## src/hw/rtl/rspr_pkg.sv

```systemverilog
// ----------------------------------------------------------------------------
// rspr_pkg
// Shared types, codes and helpers of the serial protocol packet receiver.
// ----------------------------------------------------------------------------
package rspr_pkg;

  localparam int BUF_DEPTH_DEF = 32;

  // protocol characters
  localparam logic [7:0] CH_START = 8'h24;  // '$'
  localparam logic [7:0] CH_END   = 8'h23;  // '#'
  localparam logic [7:0] CH_PLUS  = 8'h2B;  // '+'
  localparam logic [7:0] CH_MINUS = 8'h2D;  // '-'

  // result kinds
  localparam logic [2:0] KIND_ACK     = 3'd0;
  localparam logic [2:0] KIND_BYTE    = 3'd1;
  localparam logic [2:0] KIND_DONE    = 3'd2;
  localparam logic [2:0] KIND_OVERRUN = 3'd3;
  localparam logic [2:0] KIND_FAIL    = 3'd4;

  typedef enum logic [2:0] {
    ST_HUNT,
    ST_BODY,
    ST_HI,
    ST_LO,
    ST_RD_ISSUE,
    ST_RD_WAIT,
    ST_DONE
  } state_t;

  typedef struct packed {
    logic [2:0] kind;
    logic [7:0] value;
    logic       last;
  } res_t;

  // non-hex characters read as zero
  function automatic logic [3:0] hex_value(input logic [7:0] c);
    logic [3:0] v;
    v = 4'd0;
    if (c >= 8'h30 && c <= 8'h39) begin
      v = c[3:0];
    end else if ((c >= 8'h61 && c <= 8'h66) || (c >= 8'h41 && c <= 8'h46)) begin
      v = 4'(c[2:0] + 3'd1) + 4'd8;
    end
    return v;
  endfunction

endpackage

```

## src/hw/rtl/rspr_in_if.sv

```systemverilog
// ----------------------------------------------------------------------------
// rspr_in_if
// Character channel: one received character or a link failure per item.
// ----------------------------------------------------------------------------
interface rspr_in_if;
  logic       valid;
  logic       ready;
  logic [7:0] rx_char;
  logic       link_lost;

  modport source (output valid, output rx_char, output link_lost, input ready);
  modport sink (input valid, input rx_char, input link_lost, output ready);
endinterface

```

## src/hw/rtl/rspr_out_if.sv

```systemverilog
// ----------------------------------------------------------------------------
// rspr_out_if
// Result channel: ack characters, payload bytes and status items.
// ----------------------------------------------------------------------------
interface rspr_out_if;
  logic       valid;
  logic       ready;
  logic [2:0] kind;
  logic [7:0] value;
  logic       last;

  modport source (output valid, output kind, output value, output last, input ready);
  modport sink (input valid, input kind, input value, input last, output ready);
endinterface

```

## src/hw/rtl/rspr_ram.sv

```systemverilog
// ----------------------------------------------------------------------------
// rspr_ram
// Generic single-write, single-read RAM with registered read data.
// ----------------------------------------------------------------------------
module rspr_ram #(
  parameter int WIDTH = 8,
  parameter int DEPTH = 32,
  localparam int AW = (DEPTH > 1) ? $clog2(DEPTH) : 1
) (
  input  logic             clk,
  input  logic             we,
  input  logic [AW-1:0]    waddr,
  input  logic [WIDTH-1:0] wdata,
  input  logic [AW-1:0]    raddr,
  output logic [WIDTH-1:0] rdata
);

  logic [WIDTH-1:0] mem [DEPTH];

  always_ff @(posedge clk) begin
    if (we) begin
      mem[waddr] <= wdata;
    end
    rdata <= mem[raddr];
  end

endmodule

```

## src/hw/rtl/rspr_ctrl.sv

```systemverilog
// ----------------------------------------------------------------------------
// rspr_ctrl
// Packet parser and readout sequencer around the payload RAM.
// ----------------------------------------------------------------------------
module rspr_ctrl #(
  parameter int BUF_DEPTH = rspr_pkg::BUF_DEPTH_DEF,
  localparam int AW = (BUF_DEPTH > 1) ? $clog2(BUF_DEPTH) : 1,
  localparam int CW = $clog2(BUF_DEPTH + 1)
) (
  input  logic            clk,
  input  logic            rst,
  input  logic            no_ack,
  input  logic            in_valid,
  output logic            in_ready,
  input  logic [7:0]      in_char,
  input  logic            in_lost,
  input  logic            res_free,
  output logic            res_load,
  output rspr_pkg::res_t  res,
  output logic            ram_we,
  output logic [AW-1:0]   ram_waddr,
  output logic [7:0]      ram_wdata,
  output logic [AW-1:0]   ram_raddr,
  input  logic [7:0]      ram_rdata
);

  localparam logic [CW-1:0] DEPTH_C = CW'(BUF_DEPTH);

  rspr_pkg::state_t state, state_next;
  logic [7:0]    sum;
  logic [3:0]    hi_nib;
  logic [CW-1:0] count;
  logic [CW-1:0] rd_idx;

  logic          parse_st;
  logic          take;
  logic [CW-1:0] count_inc;
  logic          overrun;
  logic [7:0]    sent;
  logic          match;
  logic          is_start;
  logic          is_end;
  logic          rd_last;

  always_comb begin
    parse_st = (state == rspr_pkg::ST_HUNT) || (state == rspr_pkg::ST_BODY) ||
               (state == rspr_pkg::ST_HI) || (state == rspr_pkg::ST_LO);
  end

  assign in_ready  = parse_st && res_free;
  assign take      = in_valid && in_ready;
  assign count_inc = count + CW'(1);
  assign overrun   = (count_inc == DEPTH_C);
  assign sent      = {hi_nib, rspr_pkg::hex_value(in_char)};
  assign match     = (sent == sum);
  assign is_start  = (in_char == rspr_pkg::CH_START);
  assign is_end    = (in_char == rspr_pkg::CH_END);
  assign rd_last   = ((rd_idx + CW'(1)) == count);

  assign ram_waddr = count[AW-1:0];
  assign ram_wdata = in_char;
  assign ram_raddr = rd_idx[AW-1:0];

  // next state
  always_comb begin
    state_next = state;
    case (state)
      rspr_pkg::ST_HUNT: begin
        if (take && !in_lost && is_start) state_next = rspr_pkg::ST_BODY;
      end
      rspr_pkg::ST_BODY: begin
        if (take) begin
          if (in_lost) state_next = rspr_pkg::ST_HUNT;
          else if (is_start) state_next = rspr_pkg::ST_BODY;
          else if (is_end) state_next = rspr_pkg::ST_HI;
          else if (overrun) state_next = rspr_pkg::ST_HUNT;
        end
      end
      rspr_pkg::ST_HI: begin
        if (take) state_next = in_lost ? rspr_pkg::ST_HUNT : rspr_pkg::ST_LO;
      end
      rspr_pkg::ST_LO: begin
        if (take) begin
          if (in_lost || (!no_ack && !match)) state_next = rspr_pkg::ST_HUNT;
          else if (count == '0) state_next = rspr_pkg::ST_DONE;
          else state_next = rspr_pkg::ST_RD_ISSUE;
        end
      end
      rspr_pkg::ST_RD_ISSUE: begin
        state_next = rspr_pkg::ST_RD_WAIT;
      end
      rspr_pkg::ST_RD_WAIT: begin
        if (res_free) state_next = rd_last ? rspr_pkg::ST_DONE : rspr_pkg::ST_RD_ISSUE;
      end
      rspr_pkg::ST_DONE: begin
        if (res_free) state_next = rspr_pkg::ST_HUNT;
      end
      default: state_next = rspr_pkg::ST_HUNT;
    endcase
  end

  // outputs
  always_comb begin
    res_load  = 1'b0;
    res.kind  = rspr_pkg::KIND_FAIL;
    res.value = 8'd0;
    res.last  = 1'b1;
    ram_we    = 1'b0;
    case (state)
      rspr_pkg::ST_HUNT, rspr_pkg::ST_HI: begin
        res_load = take && in_lost;
      end
      rspr_pkg::ST_BODY: begin
        if (take && in_lost) begin
          res_load = 1'b1;
        end else if (take && !is_start && !is_end) begin
          ram_we = 1'b1;
          if (overrun) begin
            res_load = 1'b1;
            res.kind = rspr_pkg::KIND_OVERRUN;
          end
        end
      end
      rspr_pkg::ST_LO: begin
        if (take && in_lost) begin
          res_load = 1'b1;
        end else if (take && !no_ack) begin
          res_load  = 1'b1;
          res.kind  = rspr_pkg::KIND_ACK;
          res.value = match ? rspr_pkg::CH_PLUS : rspr_pkg::CH_MINUS;
          res.last  = !match;
        end
      end
      rspr_pkg::ST_RD_WAIT: begin
        res_load  = res_free;
        res.kind  = rspr_pkg::KIND_BYTE;
        res.value = ram_rdata;
        res.last  = 1'b0;
      end
      rspr_pkg::ST_DONE: begin
        res_load  = res_free;
        res.kind  = rspr_pkg::KIND_DONE;
        res.value = 8'(count);
      end
      default: begin
        res_load = 1'b0;
      end
    endcase
  end

  always_ff @(posedge clk) begin
    if (rst) begin
      state  <= rspr_pkg::ST_HUNT;
      sum    <= 8'd0;
      hi_nib <= 4'd0;
      count  <= '0;
      rd_idx <= '0;
    end else begin
      state <= state_next;
      case (state)
        rspr_pkg::ST_HUNT: begin
          if (take) begin
            sum    <= 8'd0;
            hi_nib <= 4'd0;
            count  <= '0;
          end
        end
        rspr_pkg::ST_BODY: begin
          if (take) begin
            if (in_lost || is_start || (!is_end && overrun)) begin
              sum    <= 8'd0;
              hi_nib <= 4'd0;
              count  <= '0;
            end else if (!is_end) begin
              sum   <= sum + in_char;
              count <= count_inc;
            end
          end
        end
        rspr_pkg::ST_HI: begin
          if (take) begin
            if (in_lost) begin
              sum    <= 8'd0;
              hi_nib <= 4'd0;
              count  <= '0;
            end else begin
              hi_nib <= rspr_pkg::hex_value(in_char);
            end
          end
        end
        rspr_pkg::ST_LO: begin
          if (take) begin
            rd_idx <= '0;
            if (in_lost || (!no_ack && !match)) begin
              sum    <= 8'd0;
              hi_nib <= 4'd0;
              count  <= '0;
            end
          end
        end
        rspr_pkg::ST_RD_WAIT: begin
          if (res_free) rd_idx <= rd_idx + CW'(1);
        end
        rspr_pkg::ST_DONE: begin
          if (res_free) begin
            sum    <= 8'd0;
            hi_nib <= 4'd0;
            count  <= '0;
          end
        end
        default: begin
          rd_idx <= rd_idx;
        end
      endcase
    end
  end

  // payload count always stays below the buffer depth
  a_count_below_depth: assert property (@(posedge clk) disable iff (rst)
    count < DEPTH_C)
    else $error("payload count reached buffer depth");

  a_write_only_in_body: assert property (@(posedge clk) disable iff (rst)
    ram_we |-> (state == rspr_pkg::ST_BODY) && take)
    else $error("payload write outside packet body");

  a_read_in_range: assert property (@(posedge clk) disable iff (rst)
    ((state == rspr_pkg::ST_RD_ISSUE) || (state == rspr_pkg::ST_RD_WAIT)) |->
      (rd_idx < count))
    else $error("readout index beyond payload");

  a_done_returns: assert property (@(posedge clk) disable iff (rst)
    ((state == rspr_pkg::ST_DONE) && res_free) |=>
      (state == rspr_pkg::ST_HUNT) && (count == '0) && (sum == 8'd0))
    else $error("completion did not return to hunting with cleared packet");

endmodule

```

## src/hw/rtl/rsp_packet_receiver.sv

```systemverilog
// ----------------------------------------------------------------------------
// rsp_packet_receiver
// Receive side of a remote debug serial protocol: framing, checksum, readout.
// ----------------------------------------------------------------------------
// in_ch carries one received character (or a link failure) per item. out_ch
// carries results: ack characters, payload bytes, completion with the payload
// length, overrun and link failure; last marks the final result of an item.
// cfg_we/cfg_wdata write no_ack_mode; write it only while the block is idle.
// Characters are taken one per cycle while no readout runs and the result
// register is free; an ack, overrun or link failure result shows up on
// out_ch the cycle after the item that causes it is accepted. The second
// checksum digit of a good packet (any packet in no_ack_mode) starts a
// readout from the payload RAM: any ack, a RAM read and a result load per byte,
// then the completion; in_ch is held off until the completion is loaded.
// A stall on out_ch holds the result register and the readout sequencer,
// and in_ch is not ready until the result register can take a new result.
// Reset returns the block to hunting for a start character and clears
// no_ack_mode; the payload RAM needs no clearing pass.
// ----------------------------------------------------------------------------
module rsp_packet_receiver #(
  parameter int BUF_DEPTH = rspr_pkg::BUF_DEPTH_DEF,
  localparam int AW = (BUF_DEPTH > 1) ? $clog2(BUF_DEPTH) : 1
) (
  input  logic              clk,
  input  logic              rst,
  rspr_in_if.sink           in_ch,
  rspr_out_if.source        out_ch,
  input  logic              cfg_we,
  input  logic              cfg_wdata
);

  logic           no_ack;
  logic           out_valid;
  rspr_pkg::res_t out_q;
  logic           res_free;
  logic           res_load;
  rspr_pkg::res_t res;

  logic          ram_we;
  logic [AW-1:0] ram_waddr;
  logic [7:0]    ram_wdata;
  logic [AW-1:0] ram_raddr;
  logic [7:0]    ram_rdata;

  always_ff @(posedge clk) begin
    if (rst) begin
      no_ack <= 1'b0;
    end else if (cfg_we) begin
      no_ack <= cfg_wdata;
    end
  end

  // result register between the sequencer and the output channel
  assign res_free = !out_valid || out_ch.ready;

  always_ff @(posedge clk) begin
    if (rst) begin
      out_valid <= 1'b0;
    end else if (res_free) begin
      out_valid <= res_load;
    end
  end

  always_ff @(posedge clk) begin
    if (res_free && res_load) begin
      out_q <= res;
    end
  end

  assign out_ch.valid = out_valid;
  assign out_ch.kind  = out_q.kind;
  assign out_ch.value = out_q.value;
  assign out_ch.last  = out_q.last;

  rspr_ctrl #(.BUF_DEPTH(BUF_DEPTH)) u_ctrl (
    .clk       (clk),
    .rst       (rst),
    .no_ack    (no_ack),
    .in_valid  (in_ch.valid),
    .in_ready  (in_ch.ready),
    .in_char   (in_ch.rx_char),
    .in_lost   (in_ch.link_lost),
    .res_free  (res_free),
    .res_load  (res_load),
    .res       (res),
    .ram_we    (ram_we),
    .ram_waddr (ram_waddr),
    .ram_wdata (ram_wdata),
    .ram_raddr (ram_raddr),
    .ram_rdata (ram_rdata)
  );

  rspr_ram #(.WIDTH(8), .DEPTH(BUF_DEPTH)) u_ram (
    .clk   (clk),
    .we    (ram_we),
    .waddr (ram_waddr),
    .wdata (ram_wdata),
    .raddr (ram_raddr),
    .rdata (ram_rdata)
  );

endmodule
```

## src/flat_wrapper.sv

```systemverilog
// flat-port wrapper written by rule: the top's interface ports become plain ports
module rsp_packet_receiver_flat 
#(
  parameter int BUF_DEPTH = rspr_pkg::BUF_DEPTH_DEF,
  localparam int AW = (BUF_DEPTH > 1) ? $clog2(BUF_DEPTH) : 1
)
  (clk, rst, cfg_we, cfg_wdata, in_ch_valid, in_ch_rx_char, in_ch_link_lost, in_ch_ready, out_ch_valid, out_ch_kind, out_ch_value, out_ch_last, out_ch_ready);
  rspr_in_if in_ch_i ();
  rspr_out_if out_ch_i ();
  input  logic clk;
  input  logic rst;
  input  logic cfg_we;
  input  logic cfg_wdata;
  input wire logic [$bits(in_ch_i.valid)-1:0] in_ch_valid;
  input wire logic [$bits(in_ch_i.rx_char)-1:0] in_ch_rx_char;
  input wire logic [$bits(in_ch_i.link_lost)-1:0] in_ch_link_lost;
  output wire logic [$bits(in_ch_i.ready)-1:0] in_ch_ready;
  output wire logic [$bits(out_ch_i.valid)-1:0] out_ch_valid;
  output wire logic [$bits(out_ch_i.kind)-1:0] out_ch_kind;
  output wire logic [$bits(out_ch_i.value)-1:0] out_ch_value;
  output wire logic [$bits(out_ch_i.last)-1:0] out_ch_last;
  input wire logic [$bits(out_ch_i.ready)-1:0] out_ch_ready;
  assign in_ch_i.valid = in_ch_valid;
  assign in_ch_i.rx_char = in_ch_rx_char;
  assign in_ch_i.link_lost = in_ch_link_lost;
  assign in_ch_ready = in_ch_i.ready;
  assign out_ch_valid = out_ch_i.valid;
  assign out_ch_kind = out_ch_i.kind;
  assign out_ch_value = out_ch_i.value;
  assign out_ch_last = out_ch_i.last;
  assign out_ch_i.ready = out_ch_ready;
  rsp_packet_receiver #(.BUF_DEPTH(BUF_DEPTH)) u_core (.clk(clk), .rst(rst), .in_ch(in_ch_i), .out_ch(out_ch_i), .cfg_we(cfg_we), .cfg_wdata(cfg_wdata));
endmodule
```

## config.mk

```make
export PLATFORM = sky130hd
export DESIGN_NAME = rsp_packet_receiver_flat
export DESIGN_NICKNAME = d
export VERILOG_FILES = /design/src/hw/rtl/rspr_pkg.sv /design/src/hw/rtl/rspr_in_if.sv /design/src/hw/rtl/rspr_out_if.sv /design/src/hw/rtl/rspr_ram.sv /design/src/hw/rtl/rspr_ctrl.sv /design/src/hw/rtl/rsp_packet_receiver.sv /design/src/flat_wrapper.sv
export SDC_FILE = /design/constraint.sdc
export NUM_CORES = 1
export LEC_CHECK = 0
export ABC_AREA = 0
export BUFFER_PORTS_ARGS = -buffer_cell sky130_fd_sc_hd__clkbuf_2
export CAP_MARGIN = 20
export CELL_PAD_IN_SITES_DETAIL_PLACEMENT = 1
export CELL_PAD_IN_SITES_GLOBAL_PLACEMENT = 2
export CORE_MARGIN = 5
export CORE_UTILIZATION = 43
export CTS_CLUSTER_SIZE = 14
export DETAILED_ROUTE_END_ITERATION = 7
export PLACE_DENSITY_LB_ADDON = 0.1
export SYNTH_ARGS = -nofsm -noshare
export SYNTH_HDL_FRONTEND = slang
export SYNTH_HIERARCHICAL = 1
export SYNTH_SLANG_ARGS = --single-unit
```

## constraint.sdc

```tcl
create_clock -name clk -period 3.1 [get_ports clk]
set_clock_uncertainty 0.05 [all_clocks]
set_input_delay 0.31 -clock clk [delete_from_list [all_inputs] [get_ports clk]]
set_output_delay 0.31 -clock clk [all_outputs]
set_load 0.1 [all_outputs]
```

==> flow_metrics.tcl, run 1 <==
set metrics [dict create \
    yosysTopAreaCellShare_pct 61.4 \
    r2r_cells 7 \
    ys.flop_type "edfxtp_1" \
    crit_type "reg -> reg" \
    gp_congestion 0.834 \
    clkTransAtPathRegs_ps 50 \
    clock_tree.buffer_depth 3 \
    fin_ws_ps 464 \
    netlist_area_um2 13100 \
    worstHoldEndpoint "u_core/no_ack$_SDFFE_PP0P_" \
    rsz0062_at_grt "false" \
    clk-insertion-delay-late_ps 520 \
    met1_usage_pct 26.9 \
    drv_slew 0 \
    cts_buffers 36 \
    r2r_slack_ps 460 \
    dp_hpwl_mm 22.6 \
    grt_max_degree 37 \
    cts_tree "done" \
    synth_nets 810 \
    dr_total_vias 7372 \
    path_max_fanout 8 \
    grt_util_met3_pct 3.79 \
    final_core_util_pct 50.5 \
    start_kind "register" \
    worstHoldStart "cfg_we" \
    setup_viol 0 \
    leakage_uw 0.00502 \
    synth_cell_types 65 \
    row_count 64 \
    r2r_start "u_core/u_ctrl/state[2]$_SDFFE_PP0P_" \
    async_flop_share_pct 0 \
    ys_warn_count 6 \
    use_met2_pct 33.6 \
    dp_slack_ps 54.1 \
    io_buffers 28 \
    grt_pass1_wl_mm 50.6 \
    mostFrequentLayoutCells "268 x edfxtp_1, 80 x mux4_2, 78 x buf_4" \
    grt_overflow_total 0 \
    stdcell_count 1296 \
    core_area_um2 30300 \
    timing.hold.ws_ps 18.3 \
    powerDensity_nw_per_um2 590 \
    required_ps 3280 \
    antenna_left 0 \
    crit_path_start "u_core/u_ctrl/state[2]$_SDFFE_PP0P_" \
    dieArea_um2 34100 \
    post-cts-setup-buffer-count 0 \
    finalNetCount 902 \
    clockRootBuffer "clkbuf_16" \
    synthCells 780 \
    worstPathArrival_ps 2810 \
    vias_per_cell 5.69 \
    syn_to_final_growth_pct 17.0 \
    tns_ps 0 \
    totalWireLength_mm 33.3 \
    wl_per_cell_um 25.7 \
    hold_viol 0 \
    final_common_cell "edfxtp_1" \
    period_minus_slack_ps 2640 \
    fill_cells 2844 \
    die_y_um 185 \
    tightest_slew_ps 651 \
    ir_worst_vdd_mv 0.600 \
    synth_area_leader_cell "edfxtp_1" \
    hold_class "in -> reg" \
    relSlewSlack_pct 56.2 \
    die_w_um 185 \
    avgSynthCellArea_um2 16.8 \
    antenna_found_initial 2 \
    whs_path_depth 3 \
    num_antenna_cells 0 \
    synth-seq-cells 305 \
    gr-max-usage-layer "met2" \
    critPathCaptureType "register" \
    ys_seq_area_share_pct 67.1 \
    finalCritPeriodShare_pct 85.0 \
    grt_usage_pct 20.0 \
    synth_edf_count 268 \
    drive_gt1_share_pct 29.4 \
    maxCapViolations 0 \
    cts_sinks 305 \
    grt_pass1_vias 7952 \
    drc 0 \
    start_util_pct 43.2 \
    firstDrtPassIters 5 \
    num_io_pins 29 \
    status "complete, no violations" \
    cts.repair.resized 0 \
    ctsHtreeMaxLevel 2 \
    synth_area_leaders "edfxtp_1 61%, mux4_2 14%, dfxtp_1 5.7%" \
    r2r-end "u_core/u_ram/mem[12][4]$_DFFE_PP_" \
    fmax_mhz 379 \
    drtIter0Drc 560 \
    numPlacedInstances 1229 \
]
[through the flow]
stage	cell area, um2	total power [uW]
global placement	14100	4810
finish	15300	9040
global route	15300	9350
floorplan	13100	4710
CTS	15300	9150
detailed placement	14100	4820
[Yosys cell counts, types with 4 or more instances]
library cell and number:
edfxtp_1 268, mux4_2 80, nor2_1 59, dfxtp_1 37
nand2_1 32, buf_4 24, clkbuf_1 23, o21ai_0 18
inv_1 17, a21oi_1 16, nand3_1 15, ha_1 14
xnor2_1 11, xor2_1 11, nor2b_1 10, nor3_1 10
o41ai_1 10, o311ai_0 9, mux2_2 8, mux2i_1 8
a22oi_1 6, and3_1 6, buf_1 6, nand3b_1 6
o21a_1 5, a211oi_1 4, a21o_1 4, nand2b_1 4
or3_1 4, or3b_2 4
[metal layers]
| metal | vias up | share of wire [%] |
|---|---|---|
| met4 | 0 | 2.4 |
| met5 | - | 0 |
| met2 | 161 | 50 |
| li1 | 3295 | - |
| met1 | 3872 | 43 |
| met3 | 44 | 5.0 |
[cell type report]
| cell class | instances | area, um2 | share of cell area [%] |
|---|---|---|---|
| Inverter | 18 | 67.6 | 0.441 |
| Clock inverter | 24 | 304 | 1.98 |
| Multi-Input combinational cell | 400 | 3920 | 25.6 |
| Clock buffer | 42 | 923 | 6.03 |
| Sequential cell | 305 | 8790 | 57.4 |
| Timing Repair Buffer | 111 | 816 | 5.32 |
| Tap cell | 396 | 495 | 3.23 |
[cells by family (layout without fill, tap and decap cells)]
group                    count (synthesis)  count (layout)  synth area share [%]
AO/OA/AOI/OAI                           99              99                  5.41
XOR/XNOR                                22              22                  1.47
adder cells (fa/ha/maj)                 15              15                  1.49
buffers and inverters                   75             195                  2.97
flip-flops                             305             305                  67.1
multiplexers                            96              96                  15.1
AND/OR/NAND/NOR                        168             168                  6.52
[power breakdown]
| group | total (uW) | switching, uW | internal, uW | leakage, uW |
|---|---|---|---|---|
| registers | 4470 | 5.84 | 4470 | 0.00271 |
| logic | 260 | 198 | 62.3 | 0.00171 |
| clock network | 4300 | 1650 | 2660 | 0.000597 |
| total | 9040 | 1850 | 7190 | 0.00502 |
[critical path, stage by stage, from the launching register on]
cell and delay (ps):
dfxtp_1 310, nor2b_1 180, nand2_1 160, or3b_2 480, nor2_1 150, or3b_2 650
nor2_1 180, buf_4 190
[what timing repair did]
item                                    4_1_cts  5_1_grt
hold buffers                                  1        0
endpoints found under the hold margin         1        0
endpoints found under the setup margin        0        0
[state kept, by name, indices dropped and copies added (netlist names)]
signal / cells
u_core/no_ack: 1
u_core/out_ch.kind: 3
u_core/out_ch.last: 1
u_core/out_ch.valid: 1
u_core/out_ch.value: 8
u_core/u_ctrl/count: 6
u_core/u_ctrl/hi_nib: 4
u_core/u_ctrl/rd_idx: 6
u_core/u_ctrl/state: 3
u_core/u_ctrl/sum: 8
u_core/u_ram/mem: 256
u_core/u_ram/rdata: 8
[how the worst max path moves through the flow]
stage / cells past startpoint / end / slack, ps
floorplan: 8 / u_core/u_ram/mem[0][0]$_DFFE_PP_ / 20
global placement: 9 / u_core/u_ram/mem[12][2]$_DFFE_PP_ / 110
detailed placement: 10 / u_core/u_ctrl/sum[4]$_SDFFE_PP0P_ / 50
CTS: 7 / u_core/u_ram/mem[12][1]$_DFFE_PP_ / 460
global route: 9 / u_core/out_ch.value[7]$_DFFE_PP_ / 310
finish: 7 / u_core/u_ram/mem[12][4]$_DFFE_PP_ / 460
Note: power is estimated with default switching activity, not from simulation.
==> run 2, diff against run 1 <==
Settings changed: BUFFER_PORTS_ARGS -buffer_cell sky130_fd_sc_hd__clkbuf_2 to -buffer_cell sky130_fd_sc_hd__buf_2.
==> run 2 against run 1 <==
Effect of this change: routed wire length rose by 0.55%; design area fell by 0.87%; global-route usage rose by 0.082 points; power fell by 3.8%; cell count fell by 0.15%; combinational power barely moved; critical path type unchanged.
==> flow_metrics.tcl, run 2 (same netlist as run 1, synthesis figures left out) <==
set metrics [dict create \
    finalCritPeriodShare_pct 84.4 \
    worstHoldStart "cfg_wdata" \
    antenna_left 0 \
    post-cts-setup-buffer-count 0 \
    leakage_uw 0.00495 \
    cts.repair.resized 0 \
    fill_cells 2871 \
    hold_class "in -> reg" \
    cts_buffers 35 \
    finalNetCount 901 \
    die_w_um 185 \
    final_common_cell "edfxtp_1" \
    grt_pass1_wl_mm 50.4 \
    use_met2_pct 33.8 \
    r2r_start "u_core/u_ctrl/state[2]$_SDFFE_PP0P_" \
    io_buffers 28 \
    tns_ps 0 \
    ir_worst_vdd_mv 0.437 \
    relSlewSlack_pct 56.6 \
    clock_tree.buffer_depth 3 \
    drtIter0Drc 438 \
    crit_type "reg -> reg" \
    crit_path_start "u_core/u_ctrl/state[2]$_SDFFE_PP0P_" \
    met1_usage_pct 27.2 \
    tightest_slew_ps 646 \
    gp_congestion 0.835 \
    required_ps 3270 \
    worstPathArrival_ps 2780 \
    drv_slew 0 \
    top_register "u_core/u_ram/mem" \
    grt_util_met3_pct 3.39 \
    start_util_pct 43.2 \
    drc 0 \
    dp_hpwl_mm 23.1 \
    num_antenna_cells 0 \
    largest_reg_flops 256 \
    core_area_um2 30300 \
    vias_per_cell 5.70 \
    fin_ws_ps 483 \
    powerDensity_nw_per_um2 572 \
    period_minus_slack_ps 2620 \
    wl_per_cell_um 25.9 \
    hold_buffers 0 \
    dp_slack_ps 52.2 \
    num_io_pins 29 \
    grt_overflow_total 0 \
    cts_tree "done" \
    clockRootBuffer "clkbuf_16" \
    critPathCaptureType "register" \
    antenna_found_initial 0 \
    ctsHtreeMaxLevel 2 \
    fmax_mhz 382 \
    grt_usage_pct 20.1 \
    clkTransAtPathRegs_ps 60 \
    mostFrequentLayoutCells "268 x edfxtp_1, 80 x buf_4, 80 x mux4_2" \
    setup_viol 0 \
    postPlaceCellArea_um2 14100 \
    grt_pass1_vias 7856 \
    start_kind "register" \
    dieArea_um2 34100 \
    cts_sinks 305 \
    drive_gt1_share_pct 29.0 \
    gr-max-usage-layer "met2" \
    design_area_um2 15200 \
    die_y_um 185 \
    dr_total_vias 7379 \
    grt_max_degree 34 \
    firstDrtPassIters 4 \
    final_core_util_pct 50.0 \
    hold_viol 0 \
    syn_to_final_growth_pct 16.0 \
    maxCapViolations 0 \
    path_max_fanout 8 \
    row_count 64 \
    clk-insertion-delay-late_ps 520 \
    rsz0062_at_grt "false" \
    totalWireLength_mm 33.5 \
    status "complete, no violations" \
]
## run 2: cell count changes in the layout (fill, tap and decap cells not counted), moves of 2 or more
cell / change
clkinv_1: +2
bufinv_16: -4
buf_4: +2
clkbuf_2: -28
clkinv_4: -3
clkbuf_1: +2
buf_2: +28
inv_6: -2
clkinvlp_4: +2
## run 2: critical path, stage by stage (launching register included)
cell and delay (ps):
dfxtp_1 310, nor2b_1 170, nand2_1 150, or3b_2 490, nor2_1 140, or3b_2 640, nor2_1 170, buf_4 200
## run 2: cell type report
cell class              instances  area [um2]  area share, %
clock buffers                  45         956           6.29
repair buffers                111         801           5.27
clock inverters                19         153           1.00
multi-input cells             400        3920           25.8
well taps                     396         495           3.26
inverters                      18        67.6          0.445
flip-flops and latches        305        8790           57.9
## run 2: path summary, 6_finish.rpt
check                                          to  slack, ps  depth (start not counted)
max             u_core/u_ram/mem[16][0]$_DFFE_PP_        480                          7
min                    u_core/no_ack$_SDFFE_PP0P_         20                          3
max reg2reg     u_core/u_ram/mem[16][0]$_DFFE_PP_        480                          7
min reg2reg  u_core/u_ctrl/hi_nib[0]$_SDFFE_PP0P_        420                          2
## run 2: metal layers
metal	wire (um)	part of all wire, %
met1	14600	44
met2	16700	50
met3	1500	4.5
met4	719	2.1
met5	0	0
## run 2: stage by stage
stage | instances | power [uW] | hold slack, ps
CTS | 1294 | 8800 | 9.75
global placement | 1230 | 4810 | 410
finish | 1294 | 8690 | 18.1
detailed placement | 1230 | 4820 | 414
floorplan | 780 | 4710 | 315
global route | 1294 | 9010 | 20.5
## run 2: power breakdown
group / total [uW] / internal (uW) / switching (uW)
clock network: 3960 / 2350 / 1600
registers: 4470 / 4470 / 5.31
logic: 261 / 62.9 / 199
total: 8690 / 6890 / 1810
==> run 3, diff against run 2 <==
Settings changed: ABC_AREA 0 to 1, CORE_UTILIZATION 43 to 41.
Clock period 3.1 ns to 2.65 ns, I/O delays scaled along.
==> run 3 against run 2 <==
Effect of this change: via count grew 36%; combinational power grew to 2.8 times the previous value; register-to-register slack worse by 270 ps; critical path type unchanged; largest cell class unchanged; cell count grew 50%; clock power up 10%; first-iteration DRC count is 37% higher; sequential share of layout area decreased by 2.4 points; worst hold slack gained 39 ps; clock-buffer cell count is 2 higher.
==> flow_metrics.tcl, run 3 <==
set metrics [dict create \
    status "complete, no violations" \
    avgSynthCellArea_um2 9.99 \
    largest_reg_flops 256 \
    synth_area_leaders "edfxtp_1 57%, nand2_1 13%, nand3_1 8.5%" \
    drtIter0Drc 599 \
    drc 0 \
    antenna_found_initial 0 \
    synth_cell_types 43 \
    crit_type "reg -> reg" \
    p_total_uw 10400 \
    whs_path_depth 4 \
    numPlacedInstances 1878 \
    clockRootBuffer "clkbuf_16" \
    clock_tree.buffer_depth 3 \
    cp_common_cell "inv_1" \
    timing.hold.ws_ps 57.4 \
    grt_max_degree 70 \
    period_minus_slack_ps 2430 \
    yosysTopAreaCellShare_pct 57.5 \
    ctsHtreeMaxLevel 2 \
    relSlewSlack_pct 46.4 \
    ys_top_cells_by_count "475 x nand2_1, 268 x edfxtp_1, 238 x nand3_1" \
    synth_nets 1431 \
    final_common_cell "nand2_1" \
    async_flop_share_pct 0 \
    post-cts-setup-buffer-count 0 \
    wl_per_cell_um 19.9 \
    leakage_uw 0.00615 \
    finalCritPeriodShare_pct 91.8 \
    dieArea_um2 37900 \
    rsz0062_at_grt "false" \
    io_buffers 28 \
    maxCapViolations 0 \
    syn_to_final_growth_pct 13.2 \
    clk-insertion-delay-late_ps 500 \
    synthCells 1401 \
    drv_slew 0 \
    top_register "u_core/u_ram/mem" \
    netlist_area_um2 14000 \
    gp_congestion 0.809 \
    hold_class "in -> reg" \
    hold_viol 0 \
    grt_overflow_total 0 \
    worst_path_max_delay_cell "dfxtp_4" \
    vias_per_cell 5.18 \
    cts_buffers 34 \
    crit_path_start "u_core/out_ch.valid$_SDFFE_PP0P_" \
    num_antenna_cells 0 \
    die_w_um 195 \
    fmax_mhz 411 \
    drive_gt1_share_pct 12.4 \
    synth_area_leader_cell "edfxtp_1" \
    mostFrequentLayoutCells "474 x nand2_1, 268 x edfxtp_1, 238 x nand3_1" \
    cts_tree "done" \
    dp_slack_ps 55.0 \
    slowest_delay_ps 360 \
    finalNetCount 1499 \
    path_max_fanout 12 \
    firstDrtPassIters 4 \
    core_area_um2 33600 \
    path_cells "nand2_2, inv_1, nor2_4, nand2_2, nor3_1, inv_1, nor3_1, nand2_1, o2111ai_1, inv_1, a21oi_4" \
    r2r-end "u_core/out_ch.value[6]$_DFFE_PP_" \
    dr_total_vias 10100 \
    r2r_slack_ps 220 \
    r2r_cells 11 \
    r2r_start "u_core/out_ch.valid$_SDFFE_PP0P_" \
    start_util_pct 41.6 \
    synth-seq-cells 305 \
    required_ps 2760 \
    critPathCaptureType "register" \
    stdcell_count 1942 \
    cts_sinks 305 \
    grt_pass1_vias 10500 \
    row_count 67 \
    cp-endpoint "u_core/out_ch.value[6]$_DFFE_PP_" \
    ys_seq_area_share_pct 62.8 \
    clkTransAtPathRegs_ps 60 \
    die_y_um 195 \
    tightest_slew_ps 794 \
    grt_usage_pct 20.3 \
    dp_hpwl_mm 25.5 \
    setup_viol 0 \
    powerDensity_nw_per_um2 657 \
    ys_warn_count 6 \
    ys.flop_type "edfxtp_1" \
    fin_ws_ps 218 \
    start_kind "register" \
    totalWireLength_mm 38.7 \
    grt_pass1_wl_mm 60.2 \
    synth_most_common_cell "nand2_1" \
    ir_worst_vdd_mv 0.479 \
    num_io_pins 29 \
    antenna_left 0 \
    worstPathArrival_ps 2540 \
    synth_edf_count 268 \
]
-- run 3: stage by stage --
| step | utilization (%) | setup TNS (ps) | cell area, um2 |
|---|---|---|---|
| 2_1_floorplan | - | -47730 | 14000 |
| 3_3_place_gp | 44.0 | 0 | 14800 |
| 3_5_place_dp | 44.0 | 0 | 14800 |
| 4_1_cts | 47.1 | 0 | 15800 |
| 5_1_grt | 47.1 | 0 | 15800 |
| 6_report | 47.1 | 0 | 15800 |
-- run 3: final cells by class --
cell class	instances	area, um2
fillers	3791	17800
flip-flops and latches	305	8800
multi-input cells	930	4300
clock buffers	47	921
repair buffers	111	833
well taps	448	561
inverters	87	329
clock inverters	14	104
-- run 3: worst min path at each step --
stage                                              start                                   end  slack [ps]
floorplan                                            rst      u_core/out_ch.valid$_SDFFE_PP0P_         270
global placement    u_core/u_ctrl/rd_idx[5]$_SDFFE_PP0P_  u_core/u_ctrl/rd_idx[5]$_SDFFE_PP0P_         410
detailed placement  u_core/u_ctrl/rd_idx[5]$_SDFFE_PP0P_  u_core/u_ctrl/rd_idx[5]$_SDFFE_PP0P_         430
CTS                                         out_ch_ready      u_core/out_ch.valid$_SDFFE_PP0P_          30
global route                                out_ch_ready      u_core/out_ch.valid$_SDFFE_PP0P_          50
finish                                      out_ch_ready      u_core/out_ch.valid$_SDFFE_PP0P_          60
-- run 3: kinds of logic (layout without fill, tap and decap cells) --
logic type                 Yosys count  in the layout  share of synthesized area, %
xor gates and xnor gates            18             18                          1.13
DFF                                305            305                          62.8
buffers and inverters              166            259                          6.68
AOI/OAI and AO/OA                   43             43                          1.82
adders and majority gates           15             15                          1.39
and+or+nand+nor                    854            854                          26.2
-- run 3: metal layers --
layer	global-route usage (%)	vias to the layer above	part of all wire, %
met5	0	-	0
met4	3.70	0	1.3
met3	2.41	34	3.3
met2	35.1	136	49
met1	27.9	5023	47
li1	-	4859	-
-- run 3: critical path: cells and delay by family (launching register included) --
family	cells	cell delay [ps]
simple gates	6	950
buf+inv	3	290
flops	1	360
compound gates	2	440
-- run 3: report_power, final --
part           internal (uW)  switching [uW]  total, uW
sequential              5270            45.9       5320
clock                   2540            1820       4360
combinational            202             531        733
total                   8020            2390      10400
-- run 3: repair_timing --
item	CTS	global route
hold endpoints to repair	1	0
hold buffers	3	0
gates resized for setup	0	0
